File: src/ils_pkg.sv
// Types and constants of the indexed list store.
`timescale 1ns / 1ps
package ils_pkg;

   localparam int CAPACITY   = 64;
   localparam int DATA_WIDTH = 32;

   localparam int ADDR_W = (CAPACITY > 1) ? $clog2(CAPACITY) : 1;
   localparam int CNT_W  = $clog2(CAPACITY + 1);
   localparam int OP_W   = 3;
   localparam int POS_W  = 7;
   localparam int WORD_W = 32;
   localparam int STAT_W = 2;
   localparam int CMP_W  = ((POS_W > CNT_W) ? POS_W : CNT_W) + 1;

   typedef enum logic [OP_W-1:0] {
      OP_APPEND = 3'd0,
      OP_INSERT = 3'd1,
      OP_READ   = 3'd2,
      OP_WRITE  = 3'd3,
      OP_REMOVE = 3'd4,
      OP_CLEAR  = 3'd5
   } op_type;

   typedef enum logic [STAT_W-1:0] {
      ST_OK    = 2'd0,
      ST_RANGE = 2'd1,
      ST_FULL  = 2'd2
   } status_type;

   typedef struct packed {
      logic                  wr_en;
      logic [ADDR_W-1:0]     wr_addr;
      logic [DATA_WIDTH-1:0] wr_data;
      logic                  rd_en;
      logic [ADDR_W-1:0]     rd_addr;
   } ram_req_type;

endpackage

File: src/indexed_list_store.sv
// Indexed list store: ordered word list with insert and remove at a position.
// Append, clear, errors and unknown ops answer from the execute state; read, write and remove pass through a read wait.
// Insert moves the tail up, last entry first, then writes the word at the position (at the tail it writes at once);
// remove pulls the tail down after the read: the memory writes one entry per cycle while it reads the next.
// One item at a time; busy is high from acceptance until the result strobe.
// Synchronous reset empties the list; entry contents are not cleared.
`timescale 1ns / 1ps
module indexed_list_store
   import ils_pkg::*;
(
   input  logic              clock,
   input  logic              reset,
   input  logic              start,
   output logic              busy,
   input  logic [OP_W-1:0]   req_op,
   input  logic [POS_W-1:0]  req_position,
   input  logic [WORD_W-1:0] req_item_word,
   output logic              rsp_valid,
   output logic [WORD_W-1:0] rsp_data_out,
   output logic [STAT_W-1:0] rsp_status,
   output logic [POS_W-1:0]  rsp_count
);

   typedef enum logic [2:0] {
      S_IDLE,
      S_EXEC,
      S_RD_WAIT,
      S_SHIFT_UP,
      S_FINAL_WR,
      S_SHIFT_DN
   } state_type;

   state_type             state_ff, state_in;
   logic [OP_W-1:0]       op_ff, op_in;
   logic [POS_W-1:0]      pos_ff, pos_in;
   logic [DATA_WIDTH-1:0] word_ff, word_in;
   logic [DATA_WIDTH-1:0] data_ff, data_in;
   logic [ADDR_W-1:0]     cur_ff, cur_in;
   logic [CNT_W-1:0]      count_ff, count_in;
   logic                  rsp_valid_ff, rsp_valid_in;
   logic [WORD_W-1:0]     rsp_data_ff, rsp_data_in;
   logic [STAT_W-1:0]     rsp_status_ff, rsp_status_in;
   logic [POS_W-1:0]      rsp_count_ff, rsp_count_in;

   ram_req_type           ram_req;
   logic [DATA_WIDTH-1:0] rd_data;

   logic [CMP_W-1:0] pos_ext;
   logic [CMP_W-1:0] cnt_ext;
   logic [CMP_W-1:0] cur_ext;
   logic             full;
   logic [CNT_W-1:0] count_inc;
   logic [CNT_W-1:0] count_dec;

   ils_ram u_ram (
      .clock   (clock),
      .ram_req (ram_req),
      .rd_data (rd_data)
   );

   assign pos_ext   = CMP_W'(pos_ff);
   assign cnt_ext   = CMP_W'(count_ff);
   assign cur_ext   = CMP_W'(cur_ff);
   assign full      = (cnt_ext >= CMP_W'(CAPACITY));
   assign count_inc = CNT_W'(count_ff + 1'b1);
   assign count_dec = CNT_W'(count_ff - 1'b1);

   always_comb begin
      state_in      = state_ff;
      op_in         = op_ff;
      pos_in        = pos_ff;
      word_in       = word_ff;
      data_in       = data_ff;
      cur_in        = cur_ff;
      count_in      = count_ff;
      rsp_valid_in  = 1'b0;
      rsp_data_in   = rsp_data_ff;
      rsp_status_in = rsp_status_ff;
      rsp_count_in  = rsp_count_ff;
      ram_req       = '0;

      unique case (state_ff)
         S_IDLE: begin
            if (start) begin
               op_in    = req_op;
               pos_in   = req_position;
               word_in  = DATA_WIDTH'(req_item_word);
               state_in = S_EXEC;
            end
         end

         S_EXEC: begin
            // default: finish with a zero word, status ok, count unchanged
            rsp_valid_in  = 1'b1;
            rsp_data_in   = '0;
            rsp_status_in = ST_OK;
            rsp_count_in  = POS_W'(count_ff);
            state_in      = S_IDLE;
            unique case (op_type'(op_ff))
               OP_APPEND: begin
                  if (full) begin
                     rsp_status_in = ST_FULL;
                  end else begin
                     ram_req.wr_en   = 1'b1;
                     ram_req.wr_addr = ADDR_W'(count_ff);
                     ram_req.wr_data = word_ff;
                     count_in        = count_inc;
                     rsp_count_in    = POS_W'(count_inc);
                  end
               end
               OP_INSERT: begin
                  if (pos_ext > cnt_ext) begin
                     rsp_status_in = ST_RANGE;
                  end else if (full) begin
                     rsp_status_in = ST_FULL;
                  end else if (pos_ext == cnt_ext) begin
                     ram_req.wr_en   = 1'b1;
                     ram_req.wr_addr = ADDR_W'(count_ff);
                     ram_req.wr_data = word_ff;
                     count_in        = count_inc;
                     rsp_count_in    = POS_W'(count_inc);
                  end else begin
                     // start moving the tail up, last entry first
                     rsp_valid_in    = 1'b0;
                     ram_req.rd_en   = 1'b1;
                     ram_req.rd_addr = ADDR_W'(count_dec);
                     cur_in          = ADDR_W'(count_dec);
                     state_in        = S_SHIFT_UP;
                  end
               end
               OP_READ, OP_WRITE, OP_REMOVE: begin
                  if (pos_ext >= cnt_ext) begin
                     rsp_status_in = ST_RANGE;
                  end else begin
                     rsp_valid_in    = 1'b0;
                     ram_req.rd_en   = 1'b1;
                     ram_req.rd_addr = ADDR_W'(pos_ff);
                     state_in        = S_RD_WAIT;
                  end
               end
               OP_CLEAR: begin
                  count_in     = '0;
                  rsp_count_in = '0;
               end
               default: begin
               end
            endcase
         end

         S_RD_WAIT: begin
            rsp_data_in   = WORD_W'(rd_data);
            rsp_status_in = ST_OK;
            rsp_count_in  = POS_W'(count_ff);
            data_in       = rd_data;
            rsp_valid_in  = 1'b1;
            state_in      = S_IDLE;
            if (op_type'(op_ff) == OP_WRITE) begin
               ram_req.wr_en   = 1'b1;
               ram_req.wr_addr = ADDR_W'(pos_ff);
               ram_req.wr_data = word_ff;
            end else if (op_type'(op_ff) == OP_REMOVE) begin
               if ((pos_ext + 1'b1) < cnt_ext) begin
                  // pull the tail down one entry at a time
                  rsp_valid_in    = 1'b0;
                  ram_req.rd_en   = 1'b1;
                  ram_req.rd_addr = ADDR_W'(pos_ext + 1'b1);
                  cur_in          = ADDR_W'(pos_ext + 1'b1);
                  state_in        = S_SHIFT_DN;
               end else begin
                  count_in     = count_dec;
                  rsp_count_in = POS_W'(count_dec);
               end
            end
         end

         S_SHIFT_UP: begin
            ram_req.wr_en   = 1'b1;
            ram_req.wr_addr = ADDR_W'(cur_ext + 1'b1);
            ram_req.wr_data = rd_data;
            if (cur_ext == pos_ext) begin
               state_in = S_FINAL_WR;
            end else begin
               ram_req.rd_en   = 1'b1;
               ram_req.rd_addr = ADDR_W'(cur_ff - 1'b1);
               cur_in          = ADDR_W'(cur_ff - 1'b1);
            end
         end

         S_FINAL_WR: begin
            ram_req.wr_en   = 1'b1;
            ram_req.wr_addr = ADDR_W'(pos_ff);
            ram_req.wr_data = word_ff;
            count_in        = count_inc;
            rsp_valid_in    = 1'b1;
            rsp_data_in     = '0;
            rsp_status_in   = ST_OK;
            rsp_count_in    = POS_W'(count_inc);
            state_in        = S_IDLE;
         end

         S_SHIFT_DN: begin
            ram_req.wr_en   = 1'b1;
            ram_req.wr_addr = ADDR_W'(cur_ff - 1'b1);
            ram_req.wr_data = rd_data;
            if ((cur_ext + 1'b1) < cnt_ext) begin
               ram_req.rd_en   = 1'b1;
               ram_req.rd_addr = ADDR_W'(cur_ext + 1'b1);
               cur_in          = ADDR_W'(cur_ext + 1'b1);
            end else begin
               count_in      = count_dec;
               rsp_valid_in  = 1'b1;
               rsp_data_in   = WORD_W'(data_ff);
               rsp_status_in = ST_OK;
               rsp_count_in  = POS_W'(count_dec);
               state_in      = S_IDLE;
            end
         end

         default: begin
            state_in = S_IDLE;
         end
      endcase
   end

   always_ff @(posedge clock) begin
      if (reset) begin
         state_ff     <= S_IDLE;
         count_ff     <= '0;
         rsp_valid_ff <= 1'b0;
      end else begin
         state_ff     <= state_in;
         count_ff     <= count_in;
         rsp_valid_ff <= rsp_valid_in;
      end
      op_ff         <= op_in;
      pos_ff        <= pos_in;
      word_ff       <= word_in;
      data_ff       <= data_in;
      cur_ff        <= cur_in;
      rsp_data_ff   <= rsp_data_in;
      rsp_status_ff <= rsp_status_in;
      rsp_count_ff  <= rsp_count_in;
   end

   assign busy         = (state_ff != S_IDLE);
   assign rsp_valid    = rsp_valid_ff;
   assign rsp_data_out = rsp_data_ff;
   assign rsp_status   = rsp_status_ff;
   assign rsp_count    = rsp_count_ff;

endmodule

File: src/ils_ram.sv
// Entry memory: one write port, one read port with registered read data.
`timescale 1ns / 1ps
module ils_ram
   import ils_pkg::*;
(
   input  logic                  clock,
   input  ram_req_type           ram_req,
   output logic [DATA_WIDTH-1:0] rd_data
);

   logic [DATA_WIDTH-1:0] mem_ff [CAPACITY];
   logic [DATA_WIDTH-1:0] rd_data_ff;

   always_ff @(posedge clock) begin
      if (ram_req.wr_en) begin
         mem_ff[ram_req.wr_addr] <= ram_req.wr_data;
      end
      if (ram_req.rd_en) begin
         rd_data_ff <= mem_ff[ram_req.rd_addr];
      end
   end

   assign rd_data = rd_data_ff;

endmodule

File: config.mk
export PLATFORM = sky130hd
export DESIGN_NAME = indexed_list_store
export DESIGN_NICKNAME = d
export VERILOG_FILES = /design/src/ils_pkg.sv /design/src/indexed_list_store.sv /design/src/ils_ram.sv
export SDC_FILE = /design/constraint.sdc
export NUM_CORES = 2
export LEC_CHECK = 0
export BUFFER_PORTS_ARGS = -buffer_cell sky130_fd_sc_hd__buf_4
export CAP_MARGIN = 20
export CORE_MARGIN = 3
export CORE_UTILIZATION = 50
export DETAILED_ROUTE_END_ITERATION = 10
export PLACE_DENSITY_LB_ADDON = 0.3
export REMOVE_ABC_BUFFERS = 1
export SYNTH_ARGS = -nofsm -noshare
export SYNTH_HDL_FRONTEND = slang
export SYNTH_HIERARCHICAL = 1
export SYNTH_SLANG_ARGS = --single-unit
File: constraint.sdc
create_clock -name clock -period 11.06 [get_ports clock]
set_clock_uncertainty 0.2 [all_clocks]
set_input_delay 3.318 -clock clock [delete_from_list [all_inputs] [get_ports clock]]
set_output_delay 3.318 -clock clock [all_outputs]
set_load 0.05 [all_outputs]
Yosys cells after proc, flatten, opt, wreduce, memory -nomap -nowiden:

Memories as Yosys holds them, arrays and structs flattened. A register that Yosys moved wholly into a read port is not among the register bits.
Cells that the tools add are included.

* flip-flop bits (word level): 132
* bits in latches: 0
* bits in writable memories: 2048
* bits in read-only memories: 0
* bits of input ports: 45
* output and inout bits: 43
* word-level logic and storage cells: 130
* memories kept: 1

Memory list
* u_ram.mem_ff: words 64, bits a word 32, rd ports 1, clocked after Yosys merged registers in 1, write ports 1, line ils_ram.sv:11 `logic [DATA_WIDTH-1:0] mem_ff [CAPACITY];`

* add/subtract/negate cells: 5
* multiply operators: 0
* div/mod/pow operators: 0
* magnitude comparators: 5
* eq/ne operators: 24
* shifts and indexed selects: 0
* muxes and demuxes: 68
* bitwise logic cells: 0
* reduce and logical (&&, ||, !) cells: 16

Operator list (number)
* one-hot mux 39 bit (5 select lines): 1
* 2-to-1 mux 39 bit: 3
* 2-to-1 mux 7 bit: 15
* one-hot mux 32 bit (3 select lines): 1
* 2-to-1 mux 46 bit: 2
* one-hot mux 39 bit (2 select lines): 1
* one-hot mux 7 bit (4 select lines): 2
* 2-to-1 mux 6 bit: 9
* 2-to-1 mux 32 bit: 1
* one-hot mux 6 bit (4 select lines): 1
* inequality test 2 bit, second input constant: 11
* one-hot mux 7 bit (3 select lines): 1
* 2-to-1 mux 3 bit: 6
* less-than comparator 8 x 7 -> 1 bit: 2
* one-hot mux 3 bit (5 select lines): 1
* 2-to-1 mux 2 bit: 7
* one-hot mux 7 bit (2 select lines): 1
* equality test 3 x 2 -> 1 bit, second input constant: 4
* equality test 3 bit, second input constant: 4
* one-hot mux 2 bit (3 select lines): 2
* 2-to-1 mux 1 bit: 11
* AND reduction 10 bit: 1
* nonzero test 3 bit: 3
* adder 7 x 1 -> 8 bit, second input constant: 1
* other kinds (20): 27

Longest topological paths before layout:

* depth in word-level cells: 8
* depth in mapped cells: 22
* depth with buffers taken out: 16

Cells and area by module:

The synthesis kept the hierarchy.

By module, submodules not included
* ils_ram: times used 1, cells each 3511, area each 79359.9 um^2, seq. area each 62459.9 um^2
* indexed_list_store: times used 1, cells each 642, area each 7273.2 um^2, seq. area each 3853.7 um^2

Worst setup path before layout:

No wires, ideal clock.

* kind: reg-to-reg
* from: register count_ff[3]
* to: memory u_ram.mem_ff[28][0] (enable)
* library setup time: 0.421 ns
* arrival: 4.660 ns
* data required time: 10.439 ns
* path slack: 5.778 ns
* stages on the path, launching flop included: 14
* path buffers: 3
* period minus slack after synthesis: 5.282 ns
* cells stage by stage: dfxtp_1 > clkbuf_1 > inv_1 > ha_1 > nand4_1 > o21ai_1 > nand2_1 > nor3_2 > a221o_1 > clkbuf_1 > or3b_2 > or2_2 > clkbuf_1 > nor2_1

RTL lines
* start: declaration: line indexed_list_store.sv:39 `logic [CNT_W-1:0] count_ff, count_in;`
* start signal: assignment: line indexed_list_store.sv:232 `count_ff <= count_in;`
* end: declaration: line ils_ram.sv:11

==> metrics.md <==
| Metric | Value |
|---|---|
| PortBufs | `87` |
| Die H | `422 µm` |
| Post-Synthesis Cell Area | `86600 µm²` |
| First-pass GRT wire length | `338 mm` |
| Setup crit start kind | `register` |
| Fin cells | `6844` |
| Final #Nets | `4422` |
| CP Max Fanout | `100` |
| Final setup viols | `0` |
| Num CTS Buffers | `213` |
| Synth top area cells | `edfxtp_1 (76%), mux4_2 (12%), mux2i_1 (2.2%)` |
| Antenna Nets Post-Route | `0` |
| Min Clock Period, post-route | `7.44 ns` |
| I/O pin total | `88` |
| Row count | `152` |
| Synthesis-to-finish area growth | `12.4%` |
| FFs w/ async S/R, synth | `0%` |
| Ratio of cells with drive above 1 in the final layout | `24.7%` |
| Metal3 WL | `25.2 mm` |
| Largest net degree at the start of global routing | `118` |
| # Post-CTS Setup Buffers | `0` |
| Synth top area share | `76.3%` |
| Longest Clk Path Bufs | `3` |
| Worst-path clk slew | `0.06 ns` |
| Pwr Density | `171 nW/µm²` |
| Gr ovfl total | `0` |
| Slowest CP cell | `a211oi_1` |
| Fill count | `12.6k` |
| FMAX | `134 MHz` |
| H-Tree Depth | `4` |
| Synth area leader | `edfxtp_1` |
| Die area | `178000 µm²` |
| Critical path type | `reg -> reg` |
| Die width | `422 µm` |
| Actual slew at the worst max-slew pin | `1.20 ns` |
| Final Hold Viols | `0` |
| Leakage | `26.6 nW` |
| Synthesized area per cell | `20.9 µm²` |
| Dpl cells | `6432` |
| Starting Density | `50.4%` |
| # resized after CTS | `0` |
| Post-synth top cells | `edfxtp_1 (2201), mux4_2 (446), mux2i_1 (191)` |
| Max VDD drop | `131 µV` |
| RSZ-0062 raised after global routing | `no` |
| Final period util | `67.3%` |
| CTS tree | `built` |
| Final wirelength | `238 mm` |
| GPL Wtd Cong | `0.930` |
| Yosys warns | `6` |
| Crit-path cells | `and3_1 > nand3_1 > xnor2_1 > ha_1 > a21o_1 > a21oi_1 > o21ai_1 > or2_2 > nor3_2 > inv_1 > o221ai_4 > buf_12 > mux4_2 > nor2b_1 > a211oi_1 > o21ai_0 > and3_1` |
| Slowest cell delay on critical path | `0.80 ns` |
| Sequential share of the synthesized area | `76.5%` |
| M1 wire length | `90.3 mm` |
| Dpl hpwl | `133 mm` |
| Met2 routed WL | `114 mm` |
| Crit end category | `register` |
| Seq cells post-synth | `2212` |
| Synth Flop Type | `edfxtp_1` |
| # hold bufs at CTS | `0` |
| Worst hold slack | `0.335 ns` |
| Synth Instances | `4153` |
| Setup tns final | `0 ns` |
| Most common cell in the netlist | `edfxtp_1` |
| Vias per std cell | `6.55` |
| Root Driver | `clkbuf_16` |
| Worst Hold Class | `reg -> reg` |
| Top cell by count, worst path | `and3_1` |
| DRC | `0` |
| Initial DRC count | `6652` |
| Highest metal used | `met5` |
| Worst EP required | `11.47 ns` |
| Clock Latency Late Sink | `0.86 ns` |
| Max Cap Violations | `0` |
| Outcome | `complete, no violations` |
| Core area | `172000 µm²` |
| CP arrival | `7.85 ns` |
| Vias in the first global route | `44.2k` |
| Max Slew Vio Count | `0` |
| All-Layer GR Usage | `26.7%` |
| Max-slew headroom | `20.2%` |
| EDFF count, synth | `2201` |
| Synth unique cells | `81` |
| Clk sinks | `2212` |
| Initial antenna violation count | `10` |
| Total number of vias | `44.8k` |
| TritonRoute pass-1 iters | `5` |
| DR WL/cell | `34.8 µm` |
layout make-up:
cell class                 instances  area [µm²]  area share (%)
clock buffer                     251        5470            5.62
multi-input combinational       1665       19400            19.9
sequential                      2212       66300            68.1
antenna                            3        7.51         0.00771
clock inverter                   146        1190            1.23
timing repair buffer             233        2030            2.09
tap                             2310        2890            2.97
inverter                          24        90.1          0.0925
state kept, by name, indices dropped and copies added (netlist names):
signal and cells:
state_ff 3, rsp_valid 1, rsp_data_out 32, count_ff 7, word_ff 32, u_ram/mem_ff 2048, data_ff 32, op_ff 3
rsp_status 2, u_ram/rd_data 32, pos_ff 7, rsp_count 7, cur_ff 6
worst paths after layout:
path                                      startpoint                           to  slack [ns]  cells past startpoint
worst max-delay path             pos_ff[2]$_DFFE_PP_  u_ram/rd_data[30]$_DFFE_PP_        3.62                     17
worst min-delay path            data_ff[4]$_DFFE_PP_    rsp_data_out[4]$_DFFE_PP_        0.34                      1
worst max register to register   pos_ff[2]$_DFFE_PP_  u_ram/rd_data[30]$_DFFE_PP_        3.62                     17
worst min register to register  data_ff[4]$_DFFE_PP_    rsp_data_out[4]$_DFFE_PP_        0.34                      1
cell usage in the layout (no fill, tap or decap), drive strengths merged, types with 12 or more instances in the layout:
master / instances
a22oi: 134
o22ai: 48
nor2: 126
inv: 31
nand2: 72
clkinv: 123
a31oi: 24
o22a: 13
o221ai: 20
nor3: 30
xor2: 12
xnor2: 19
a22o: 76
o21ai: 56
mux2i: 191
a311o: 12
o211ai: 27
a211oi: 24
nand3: 68
nor2b: 26
clkbuf: 251
edfxtp: 2201
ha: 28
mux4: 446
buf: 233
or2: 13
a21oi: 63
where the power goes:
part	total (W)	switching (W)	leakage [nW]	internal (W)
logic	0.000467	0.000315	5.77	0.000152
clock network	0.00694	0.00314	3.25	0.00381
registers	0.00921	0.0000360	17.5	0.00917
total	0.0166	0.00349	26.6	0.0131
kinds of logic after synthesis:
group / after synthesis / synth area share, %
xor gates and xnor gates: 31 / 0.313
muxes: 637 / 13.8
DFF: 2212 / 76.5
buffers and inverters: 276 / 1.82
and+or+nand+nor: 396 / 2.25
AOI/OAI and AO/OA: 573 / 4.87
adders and majority gates: 28 / 0.404
metal layers:
| metal | vias up | track usage [%] |
|---|---|---|
| met1 | 23800 | 37.2 |
| met4 | 6 | 9.39 |
| met2 | 2647 | 42.1 |
| met5 | - | 0 |
| li1 | 17900 | - |
| met3 | 449 | 5.98 |
critical path: cells and delay by family (launching register included):
family                     cells  cell delay [ns]
buffers and inverters          2             0.73
xor gates and xnor gates       1             0.34
adders and majority gates      1             0.32
and+or+nand+nor                6             1.57
AOI/OAI and AO/OA              6             2.47
muxes                          1             0.63
DFF                            1             0.58
through the flow:
step	area, µm²	power [W]	utilization (%)	setup slack (ns)
2_1_floorplan	85100	0.00981	-	-43.34
3_3_place_gp	90500	0.00984	52.6	3.74
3_5_place_dp	90500	0.00985	52.6	3.70
4_1_cts	97100	0.0167	56.5	3.68
5_1_grt	97400	0.0171	56.7	3.43
6_report	97400	0.0166	56.7	3.62
(Power assumes the default switching activity.)
